<file path="config.mk">
export PLATFORM = sky130hd
export DESIGN_NAME = bresenham_line_rasterizer_flat
export DESIGN_NICKNAME = d
export VERILOG_FILES = /design/src/hdl/blr_pkg.sv /design/src/hdl/blr_cmd_if.sv /design/src/hdl/blr_pix_if.sv /design/src/hdl/blr_core.sv /design/src/hdl/bresenham_line_rasterizer.sv /design/src/flat_wrapper.sv
export SDC_FILE = /design/constraint.sdc
export NUM_CORES = 1
export LEC_CHECK = 0
export BUFFER_PORTS_ARGS = -buffer_cell sky130_fd_sc_hd__buf_2
export CORE_MARGIN = 2
export CORE_UTILIZATION = 30
export CTS_BUF_LIST = sky130_fd_sc_hd__clkbuf_2 sky130_fd_sc_hd__clkbuf_4 sky130_fd_sc_hd__clkbuf_8
export DETAILED_ROUTE_END_ITERATION = 6
export HOLD_SLACK_MARGIN = 0.15
export PLACE_DENSITY_LB_ADDON = 0.2
export SLEW_MARGIN = 40
export SYNTH_ARGS = -nofsm -noshare
export SYNTH_HDL_FRONTEND = slang
export SYNTH_SLANG_ARGS = --single-unit
</file>
<file path="constraint.sdc">
create_clock -name clk -period 9.82 [get_ports clk]
set_input_delay 0.982 -clock clk [delete_from_list [all_inputs] [get_ports clk]]
set_output_delay 0.982 -clock clk [all_outputs]
set_load 0.02 [all_outputs]
</file>
<file path="src/hdl/blr_pkg.sv">
// shared widths and item types for the line rasterizer
package blr_pkg;

    localparam int COORD_BITS = 11;
    localparam int DEC_BITS   = COORD_BITS + 3;
    localparam int EXT_BITS   = DEC_BITS - COORD_BITS;

    typedef logic [COORD_BITS-1:0]      coord_t;
    typedef logic signed [DEC_BITS-1:0] dec_t;

    typedef enum logic
    {
        MODE_LOAD = 1'b0,
        MODE_STEP = 1'b1
    } mode_t;

    typedef struct packed
    {
        mode_t  mode;
        coord_t start_x;
        coord_t start_y;
        coord_t end_x;
        coord_t end_y;
    } blr_cmd_t;

    typedef struct packed
    {
        coord_t pixel_x;
        coord_t pixel_y;
        logic   last_pixel;
    } blr_pix_t;

endpackage

</file>
<file path="src/hdl/blr_cmd_if.sv">
// command channel carrying line loads and step requests
interface blr_cmd_if;
    import blr_pkg::*;

    logic   valid;
    logic   ready;
    logic   mode;
    coord_t start_x;
    coord_t start_y;
    coord_t end_x;
    coord_t end_y;

    modport source (output valid, mode, start_x, start_y, end_x, end_y, input ready);
    modport sink   (input valid, mode, start_x, start_y, end_x, end_y, output ready);
endinterface

</file>
<file path="src/hdl/blr_pix_if.sv">
// pixel channel carrying rasterized points
interface blr_pix_if;
    import blr_pkg::*;

    logic   valid;
    logic   ready;
    coord_t pixel_x;
    coord_t pixel_y;
    logic   last_pixel;

    modport source (output valid, pixel_x, pixel_y, last_pixel, input ready);
    modport sink   (input valid, pixel_x, pixel_y, last_pixel, output ready);
endinterface

</file>
<file path="src/hdl/blr_core.sv">
// line state registers with endpoint setup and per-pixel midpoint step
module blr_core
(
    input  logic              clk,
    input  logic              rst_n,
    input  logic              go,
    input  blr_pkg::blr_cmd_t cmd,
    output logic              res_valid,
    output blr_pkg::blr_pix_t res
);
    import blr_pkg::*;

    coord_t cur_major_reg,   cur_major_next;
    coord_t cur_minor_reg,   cur_minor_next;
    coord_t major_delta_reg, major_delta_next;
    coord_t minor_delta_reg, minor_delta_next;
    dec_t   decision_reg,    decision_next;
    logic   minor_down_reg,  minor_down_next;
    logic   steep_reg,       steep_next;
    coord_t pixels_left_reg, pixels_left_next;

    logic signed [COORD_BITS:0] dx;
    logic signed [COORD_BITS:0] dy;
    coord_t adx;
    coord_t ady;
    logic   shallow;
    coord_t ld_major;
    coord_t ld_minor;
    coord_t ld_maj_delta;
    coord_t ld_min_delta;
    logic   ld_down;
    dec_t   min2;
    dec_t   maj2;
    dec_t   ld_min2;
    dec_t   ld_maj;
    logic   do_step;
    coord_t step_minor;

    // endpoint setup
    always_comb
    begin
        dx      = $signed({1'b0, cmd.end_x}) - $signed({1'b0, cmd.start_x});
        dy      = $signed({1'b0, cmd.end_y}) - $signed({1'b0, cmd.start_y});
        adx     = dx[COORD_BITS] ? coord_t'(-dx) : coord_t'(dx);
        ady     = dy[COORD_BITS] ? coord_t'(-dy) : coord_t'(dy);
        shallow = adx > ady;
        if (shallow)
        begin
            ld_maj_delta = adx;
            ld_min_delta = ady;
            if (dx[COORD_BITS])
            begin
                ld_major = cmd.end_x;
                ld_minor = cmd.end_y;
                ld_down  = (dy > 0);
            end
            else
            begin
                ld_major = cmd.start_x;
                ld_minor = cmd.start_y;
                ld_down  = dy[COORD_BITS];
            end
        end
        else
        begin
            ld_maj_delta = ady;
            ld_min_delta = adx;
            if (dy[COORD_BITS])
            begin
                ld_major = cmd.end_y;
                ld_minor = cmd.end_x;
                ld_down  = (dx > 0);
            end
            else
            begin
                ld_major = cmd.start_y;
                ld_minor = cmd.start_x;
                ld_down  = dx[COORD_BITS];
            end
        end
        ld_min2 = $signed({{(EXT_BITS-1){1'b0}}, ld_min_delta, 1'b0});
        ld_maj  = $signed({{EXT_BITS{1'b0}}, ld_maj_delta});
    end

    // midpoint step
    always_comb
    begin
        min2    = $signed({{(EXT_BITS-1){1'b0}}, minor_delta_reg, 1'b0});
        maj2    = $signed({{(EXT_BITS-1){1'b0}}, major_delta_reg, 1'b0});
        do_step = go && (cmd.mode == MODE_STEP) && (pixels_left_reg != '0);

        cur_major_next   = cur_major_reg;
        cur_minor_next   = cur_minor_reg;
        major_delta_next = major_delta_reg;
        minor_delta_next = minor_delta_reg;
        decision_next    = decision_reg;
        minor_down_next  = minor_down_reg;
        steep_next       = steep_reg;
        pixels_left_next = pixels_left_reg;
        step_minor       = cur_minor_reg;

        if (!decision_reg[DEC_BITS-1])
        begin
            step_minor = minor_down_reg ? cur_minor_reg - 1'b1 : cur_minor_reg + 1'b1;
        end

        if (go && (cmd.mode == MODE_LOAD))
        begin
            cur_major_next   = ld_major;
            cur_minor_next   = ld_minor;
            major_delta_next = ld_maj_delta;
            minor_delta_next = ld_min_delta;
            decision_next    = ld_min2 - ld_maj;
            minor_down_next  = ld_down;
            steep_next       = !shallow;
            pixels_left_next = ld_maj_delta;
        end
        else if (do_step)
        begin
            cur_major_next   = cur_major_reg + 1'b1;
            cur_minor_next   = step_minor;
            decision_next    = decision_reg[DEC_BITS-1] ? decision_reg + min2
                                                        : decision_reg - maj2 + min2;
            pixels_left_next = pixels_left_reg - 1'b1;
        end
    end

    always_comb
    begin
        res_valid      = do_step;
        res.last_pixel = (pixels_left_reg == coord_t'(1));
        if (steep_reg)
        begin
            res.pixel_x = step_minor;
            res.pixel_y = cur_major_reg + 1'b1;
        end
        else
        begin
            res.pixel_x = cur_major_reg + 1'b1;
            res.pixel_y = step_minor;
        end
    end

    always_ff @(posedge clk or negedge rst_n)
    begin
        if (!rst_n)
        begin
            cur_major_reg   <= '0;
            cur_minor_reg   <= '0;
            major_delta_reg <= '0;
            minor_delta_reg <= '0;
            decision_reg    <= '0;
            minor_down_reg  <= 1'b0;
            steep_reg       <= 1'b0;
            pixels_left_reg <= '0;
        end
        else
        begin
            cur_major_reg   <= cur_major_next;
            cur_minor_reg   <= cur_minor_next;
            major_delta_reg <= major_delta_next;
            minor_delta_reg <= minor_delta_next;
            decision_reg    <= decision_next;
            minor_down_reg  <= minor_down_next;
            steep_reg       <= steep_next;
            pixels_left_reg <= pixels_left_next;
        end
    end

`ifndef SYNTHESIS
    a_minor_le_major: assert property (@(posedge clk) disable iff (!rst_n)
        minor_delta_reg <= major_delta_reg)
        else $error("minor delta exceeds major delta");

    a_decision_bounds: assert property (@(posedge clk) disable iff (!rst_n)
        (pixels_left_reg != '0) |-> (decision_reg >= -maj2) && (decision_reg < min2))
        else $error("decision term out of range");

    a_left_le_major: assert property (@(posedge clk) disable iff (!rst_n)
        pixels_left_reg <= major_delta_reg)
        else $error("more pixels left than the line holds");
`endif

endmodule

</file>
<file path="src/hdl/bresenham_line_rasterizer.sv">
// bresenham line rasterizer top level: command register, line core, pixel register
// a step item is held in the command register, then its pixel is registered in the pixel register
// throughput: one item per cycle while the pixel sink keeps ready high
// load items update the line registers in the core and produce no pixel
// reset (asynchronous, active low) clears both stage valids and leaves no line active
module bresenham_line_rasterizer
(
    input  logic       clk,
    input  logic       rst_n,
    blr_cmd_if.sink    cmd,
    blr_pix_if.source  pix
);
    import blr_pkg::*;

    blr_cmd_t s1_reg;
    logic     s1_valid_reg;
    blr_pix_t out_reg;
    logic     out_valid_reg;
    logic     exec_go;
    logic     res_valid;
    blr_pix_t res;

    assign exec_go   = s1_valid_reg && (!out_valid_reg || pix.ready);
    assign cmd.ready = !s1_valid_reg || exec_go;

    blr_core u_core
    (
        .clk       (clk),
        .rst_n     (rst_n),
        .go        (exec_go),
        .cmd       (s1_reg),
        .res_valid (res_valid),
        .res       (res)
    );

    always_ff @(posedge clk or negedge rst_n)
    begin
        if (!rst_n)
        begin
            s1_valid_reg <= 1'b0;
        end
        else if (cmd.ready)
        begin
            s1_valid_reg <= cmd.valid;
        end
    end

    always_ff @(posedge clk)
    begin
        if (cmd.ready && cmd.valid)
        begin
            s1_reg.mode    <= mode_t'(cmd.mode);
            s1_reg.start_x <= cmd.start_x;
            s1_reg.start_y <= cmd.start_y;
            s1_reg.end_x   <= cmd.end_x;
            s1_reg.end_y   <= cmd.end_y;
        end
    end

    always_ff @(posedge clk or negedge rst_n)
    begin
        if (!rst_n)
        begin
            out_valid_reg <= 1'b0;
        end
        else if (exec_go)
        begin
            out_valid_reg <= res_valid;
        end
        else if (pix.ready)
        begin
            out_valid_reg <= 1'b0;
        end
    end

    always_ff @(posedge clk)
    begin
        if (exec_go && res_valid)
        begin
            out_reg <= res;
        end
    end

    assign pix.valid      = out_valid_reg;
    assign pix.pixel_x    = out_reg.pixel_x;
    assign pix.pixel_y    = out_reg.pixel_y;
    assign pix.last_pixel = out_reg.last_pixel;

`ifndef SYNTHESIS
    a_stall_holds_cmd: assert property (@(posedge clk) disable iff (!rst_n)
        (s1_valid_reg && !exec_go) |=> s1_valid_reg && $stable(s1_reg))
        else $error("pending command lost while stalled");

    a_ready_when_empty: assert property (@(posedge clk) disable iff (!rst_n)
        !cmd.ready |-> s1_valid_reg)
        else $error("command channel blocked with empty stage");

    a_pixel_not_dropped: assert property (@(posedge clk) disable iff (!rst_n)
        (out_valid_reg && !pix.ready) |=> out_valid_reg && $stable(out_reg))
        else $error("waiting pixel overwritten");
`endif

endmodule

</file>
<file path="src/flat_wrapper.sv">
// flat-port wrapper written by rule: the top's interface ports become plain ports
module bresenham_line_rasterizer_flat import blr_pkg::*;
  (clk, rst_n, cmd_valid, cmd_mode, cmd_start_x, cmd_start_y, cmd_end_x, cmd_end_y, cmd_ready, pix_valid, pix_pixel_x, pix_pixel_y, pix_last_pixel, pix_ready);
  blr_cmd_if cmd_i ();
  blr_pix_if pix_i ();
  input  logic clk;
  input  logic rst_n;
  input wire logic [$bits(cmd_i.valid)-1:0] cmd_valid;
  input wire logic [$bits(cmd_i.mode)-1:0] cmd_mode;
  input wire logic [$bits(cmd_i.start_x)-1:0] cmd_start_x;
  input wire logic [$bits(cmd_i.start_y)-1:0] cmd_start_y;
  input wire logic [$bits(cmd_i.end_x)-1:0] cmd_end_x;
  input wire logic [$bits(cmd_i.end_y)-1:0] cmd_end_y;
  output wire logic [$bits(cmd_i.ready)-1:0] cmd_ready;
  output wire logic [$bits(pix_i.valid)-1:0] pix_valid;
  output wire logic [$bits(pix_i.pixel_x)-1:0] pix_pixel_x;
  output wire logic [$bits(pix_i.pixel_y)-1:0] pix_pixel_y;
  output wire logic [$bits(pix_i.last_pixel)-1:0] pix_last_pixel;
  input wire logic [$bits(pix_i.ready)-1:0] pix_ready;
  assign cmd_i.valid = cmd_valid;
  assign cmd_i.mode = cmd_mode;
  assign cmd_i.start_x = cmd_start_x;
  assign cmd_i.start_y = cmd_start_y;
  assign cmd_i.end_x = cmd_end_x;
  assign cmd_i.end_y = cmd_end_y;
  assign cmd_ready = cmd_i.ready;
  assign pix_valid = pix_i.valid;
  assign pix_pixel_x = pix_i.pixel_x;
  assign pix_pixel_y = pix_i.pixel_y;
  assign pix_last_pixel = pix_i.last_pixel;
  assign pix_i.ready = pix_ready;
  bresenham_line_rasterizer u_core (.clk(clk), .rst_n(rst_n), .cmd(cmd_i), .pix(pix_i));
endmodule
</file>
=== Word-level counts from Yosys, hierarchy flattened ===
Cells that the tools add are included.

* Add/sub/neg operators: 12
* Equality and inequality tests: 1
* Order comparisons: 3
* Reductions and logical operators: 14
* Bitwise logic cells: 1
* Multiplexer cells: 27

{| class="wikitable"
|+ Operators with widths
! kind !! count
|-
| two-way mux 11 bit || 18
|-
| two-way mux 14 bit || 3
|-
| adder 14 x 13 -> 14 bit || 2
|-
| > comparator 12 x 1 -> 1 bit (second input constant) || 2
|-
| subtractor 11 x 11 -> 12 bit || 2
|-
| adder 11 x 1 -> 11 bit (second input constant) || 2
|-
| two-way mux 22 bit || 1
|-
| negator 11 bit || 2
|-
| subtractor 11 x 1 -> 11 bit (second input constant) || 2
|-
| subtractor 14 x 13 -> 14 bit || 1
|-
| subtractor 12 x 11 -> 13 bit || 1
|-
| equality test 11 x 1 -> 1 bit (second input constant) || 1
|-
| > comparator 11 bit || 1
|-
| nonzero test 11 bit || 1
|-
| logical AND 1 bit || 6
|-
| two-way mux 1 bit || 5
|-
| nonzero test 2 bit || 2
|-
| zero test 1 bit || 3
|-
| logical OR 1 bit || 2
|-
| inverter 1 bit || 1
|}

* Word-level logic and storage cells: 76
* Register bits after elaboration: 141

=== Longest topological paths before layout ===
* Depth after elaboration: 7
* Gate-level depth with buffers: 40

=== By module ===
From an unflattened synthesis, not the netlist that was laid out.

* Cells, all modules: 1177
* Area, all modules: 10505.1 um2

{| class="wikitable"
|+ By module, submodules not included
! module !! area each (um2) !! sequential area each (um2) !! cells each !! instances
|-
| blr_core || 8354.3 || 1751.7 || 1099 || 1
|-
| bresenham_line_rasterizer || 2150.8 || 2092.0 || 78 || 1
|}

=== Worst setup path before layout ===
OpenSTA, ideal clock, no wires.

* Path type: register -> register
* From: reg u_core.s1_reg[13] in the netlist's numbering
* To: reg u_core.u_core.decision_reg[12]
* Cell stages (with the launch flop): 38
* Arrival time: 6.928 ns
* Clock period less this slack: 7.008 ns
* Buffers on the path: 2
* Library setup time: 0.079 ns
* Setup slack: 2.812 ns
* Data required time: 9.741 ns
* Path through: edfxtp_1 ha_1 nor2_1 a211o_1 a211oi_1 o311a_1 a211oi_4 mux2i_1 inv_1 ha_1 nor2b_1 o21a_1 o21a_1 o21ai_0 a21oi_1 o21a_1 o31ai_1 maj3_2 [2 not listed] clkbuf_1 nand2_1 o21ai_0 ha_1 inv_1 nor2_1 o21ai_0 nand2b_1 a21o_1 a21o_1 maj3_2 maj3_1 nor2_1 a21oi_1 a21o_1 a21o_1 a21boi_2 a2bb2oi_1

* Word-level cells in the longest chain between the ends: 7

{| class="wikitable"
|+ RTL lines
! what !! line !! text
|-
| start: declaration || bresenham_line_rasterizer.sv:15 || <nowiki>blr_cmd_t s1_reg;</nowiki>
|-
| subtractor 11 x 11 -> 12 bit * || blr_core.sv:42 || <nowiki>dx = $signed({1'b0, cmd.end_x}) - $signed({1'b0, cmd.start_x});</nowiki>
|-
| negator 11 bit || blr_core.sv:44 || <nowiki>adx = dx[COORD_BITS] ? coord_t'(-dx) : coord_t'(dx);</nowiki>
|-
| two-way mux 11 bit * || blr_core.sv:44 ||
|-
| > comparator 11 bit || blr_core.sv:46 || <nowiki>shallow = adx > ady;</nowiki>
|-
| two-way mux 11 bit || blr_core.sv:47 || <nowiki>if (shallow)</nowiki>
|-
| subtractor 12 x 11 -> 13 bit * || blr_core.sv:113 || <nowiki>decision_next = ld_min2 - ld_maj;</nowiki>
|-
| two-way mux 14 bit * || blr_core.sv:107 || <nowiki>if (go && (cmd.mode == MODE_LOAD))</nowiki>
|-
| end signal: assignment || blr_core.sv:163 || <nowiki>decision_reg <= decision_next;</nowiki>
|-
| end: declaration || blr_core.sv:17 || <nowiki>dec_t decision_reg, decision_next;</nowiki>
|}

Mark *: on every way between the ends. The rest lies on a longest branch, timed or not.
A chain may end at the register's enable or synchronous reset.

=== Worst setup path after layout ===
Same ends and word-level chain as after synthesis.

==> results.md <==
* Status: finished clean
* Peak VDD IR at 0.000182 V
* Num CTS Buffers at 17
* Die area at 36300 sq um
* Worst Setup EP: u_core.u_core.decision_reg[12]$_DFFE_PN0P_
* Worst-path maximum fanout at 45
* Most used cell, CP: a21o_1
* Largest stage delay on the critical path at 440 ps
* Grt peak-use layer: met2
* Post-CTS sizing at 0
* Syn Std Cell Area at 10500 sq um
* Area Overhead vs Synth at 11.8%
* Fin crit share at 77.4%
* Synth cell count leaders: nand2_1, o21ai_0, inv_1, nor2_1
* H-tree depth at 4
* Setup crit end kind: flip-flop
* Highest clock rate at 132 MHz
* Core outline area at 34500 sq um
* Max FFs per register at 45
* Critical path origin: u_core.s1_reg[13]$_DFFE_PP_
* Pins Over Slew Limit at 0
* Critical-path top delay cell: buf_4
* Synth area leaders: edfxtp_1, dfrtp_1, ha_1, o21ai_0, nand2_1
* First-pass GRT wire length at 43900 microns
* Maxcap violations at 0
* IO buf count at 73
* Largest net degree at the start of global routing at 73
* WL final at 27600 microns
* Initial antenna violation count at 0
* Post-route DRC violation count at 0
* Core Rows at 68
* Seq cells post-synth at 140
* Vias at 8401
* Actual slew at the worst max-slew pin at 800 ps
* Main synth FF type: dfrtp_1
* Cell variety after synth at 72
* Setup_tns at 0 ps
* Slew margin rel. at 46.3%
* Yosys warning total at 0
* CTS clk-pin slew, worst paths at 100 ps
* Post-CTS setup buffers at 0
* EDFF count, synth at 68
* Met2 Use GR at 23.4%
* Hpwl dp at 20900 microns
* Reg2reg setup slack at 2220 ps
* Total global-route track usage at 15.6%
* CTS tree: yes
* FF+latch area at 3840 sq um
* WL/cell at 16.2 microns
* Share of layout cells above drive strength 1 at 11.3%
* Top cell type's share of synthesized area at 19.5%
* Nets at 1376
* Hold_buf cts at 0
* Reg2Reg Depth at 33
* Top cell type by total area after synthesis: edfxtp_1
* Vias in the first global route at 8035
* WP data required at 10230 ps
* Layout fillers at 3634
* Met3 Usage GRT at 3.04%
* Vias per cell at 4.93
* Top-count cell post-synth: nand2_1
* M1 GR Usage at 22.5%
* # IOs at 74
* Lkg Pwr at 5.11 nW
* Worst clock skew at 20.7 ps
* Die Height at 191 microns
* Root Buffer: clkbuf_8
* Area of the multi-input gates at 6030 sq um
* RR Startpoint: u_core.s1_reg[13]$_DFFE_PP_
* Placer Congestion at 0.847
* Critical path arrival at 8000 ps
* Crit path kind: flip-flop to flip-flop
* Clock buffer depth at 2
* Syn Nets at 1325
* Initial DRC count at 547
* Finished Core Util at 33.9%
* ANT cells at 0
* Final hold viol count at 0
* Number of nets with antenna violations after routing at 0
* CP startpoint kind: flip-flop
* Die Width at 191 microns
* PD cells at 397 nW/um^2
* RSZ-0062 raised after global routing: false
* 1st-pass router iterations at 5
* Reg2reg end: u_core.u_core.decision_reg[12]$_DFFE_PN0P_
* Cells after synthesis at 1184
* Post-synthesis sequential area ratio at 36.8%
* Hold slack at 527 ps
* Clk sinks at 140
* Setup violations, final at 0
* Syn Area/Cell at 8.83 sq um
* Skew-Pair Late Insertion Delay at 480 ps
* Worst hold path class: input pin to asynchronous set/reset pin
* Async SR Flop Fraction at 51.4%
* Overflow after GRT at 0
* Initial Util at 30.3%
* Post-layout min period at 7600 ps
area by class of cell:
cell class	instances	share of cell area, %
Multi-Input combinational cell	885	51.6
Inverter	109	3.50
Clock buffer	17	2.00
Timing Repair Buffer	82	3.76
Tap cell	455	4.87
Sequential cell	140	32.9
Clock inverter	15	1.36
cell usage in the layout, fill, tap and decap left out, types with 17 or more instances in the layout:
cell type  synthesis  routed
a21oi_1           75      75
buf_2              6      72
mux2i_1           22      22
xor2_1            32      32
nand3_1           19      18
a21o_1            18      18
xnor2_1           56      56
o21ai_0          113     113
o211ai_1          38      38
nand2_1          143     143
fa_1              17      17
clkbuf_8           0      17
ha_1              75      75
edfxtp_1          68      68
nor2_1            92      89
nand2b_1          18      18
dfrtp_1           72      72
inv_1            108     107
routing by layer:
metal | share of wire (%) | wire length [microns] | vias to the layer above
met2 | 43 | 12000 | 169
li1 | - | - | 4270
met5 | 0 | 0 | -
met1 | 50 | 13900 | 3934
met3 | 4.4 | 1200 | 28
met4 | 1.9 | 514 | 0
where the power goes:
group          switching, mW  total [mW]  internal [mW]
Clock                  0.273       0.482          0.209
Sequential             0.160       0.998          0.839
Combinational           1.86        3.16           1.29
cell families (layout without fill, tap and decap cells):
kind of cell	Yosys count	count (layout)	synth area share (%)
DFF	140	140	36.8
muxes	24	24	2.32
buffers and inverters	159	223	5.82
adders and majority gates	96	96	12.6
and+or+nand+nor	338	338	14.4
AOI/OAI and AO/OA	338	338	20.5
xor gates and xnor gates	89	89	7.53
stage by stage:
stage	worst slack (ps)	total power [mW]	cell area, sq um	cells
floorplan	2810	3.41	10500	1184
global placement	2430	4.16	11300	1671
detailed placement	2360	4.19	11300	1671
CTS	2300	4.69	11700	1703
global route	1770	5.14	11700	1703
finish	2220	4.64	11700	1703
how the worst min path moves through the flow:
stage	startpoint	endpoint	slack [ps]	cells after the start
finish	rst_n	u_core.u_core.major_delta_reg[9]$_DFFE_PN0P_	530	1
global route	u_core.u_core.cur_minor_reg[10]$_DFFE_PN0P_	u_core.u_core.cur_minor_reg[10]$_DFFE_PN0P_	550	2
CTS	rst_n	u_core.u_core.decision_reg[11]$_DFFE_PN0P_	530	1
detailed placement	u_core.u_core.cur_minor_reg[10]$_DFFE_PN0P_	u_core.u_core.cur_minor_reg[10]$_DFFE_PN0P_	500	2
global placement	u_core.u_core.cur_minor_reg[10]$_DFFE_PN0P_	u_core.u_core.cur_minor_reg[10]$_DFFE_PN0P_	500	2
floorplan	u_core.u_core.pixels_left_reg[10]$_DFFE_PN0P_	u_core.u_core.pixels_left_reg[10]$_DFFE_PN0P_	470	2
critical path: cells and delay by family (launching register included):
| family | cells | cell delay, ps |
|---|---|---|
| buf+inv | 3 | 750 |
| flops | 1 | 430 |
| fa+ha+maj | 6 | 2120 |
| xor+xnor | 1 | 320 |
| simple gates | 5 | 530 |
| compound gates | 18 | 3360 |
(Power assumes the default switching activity.)
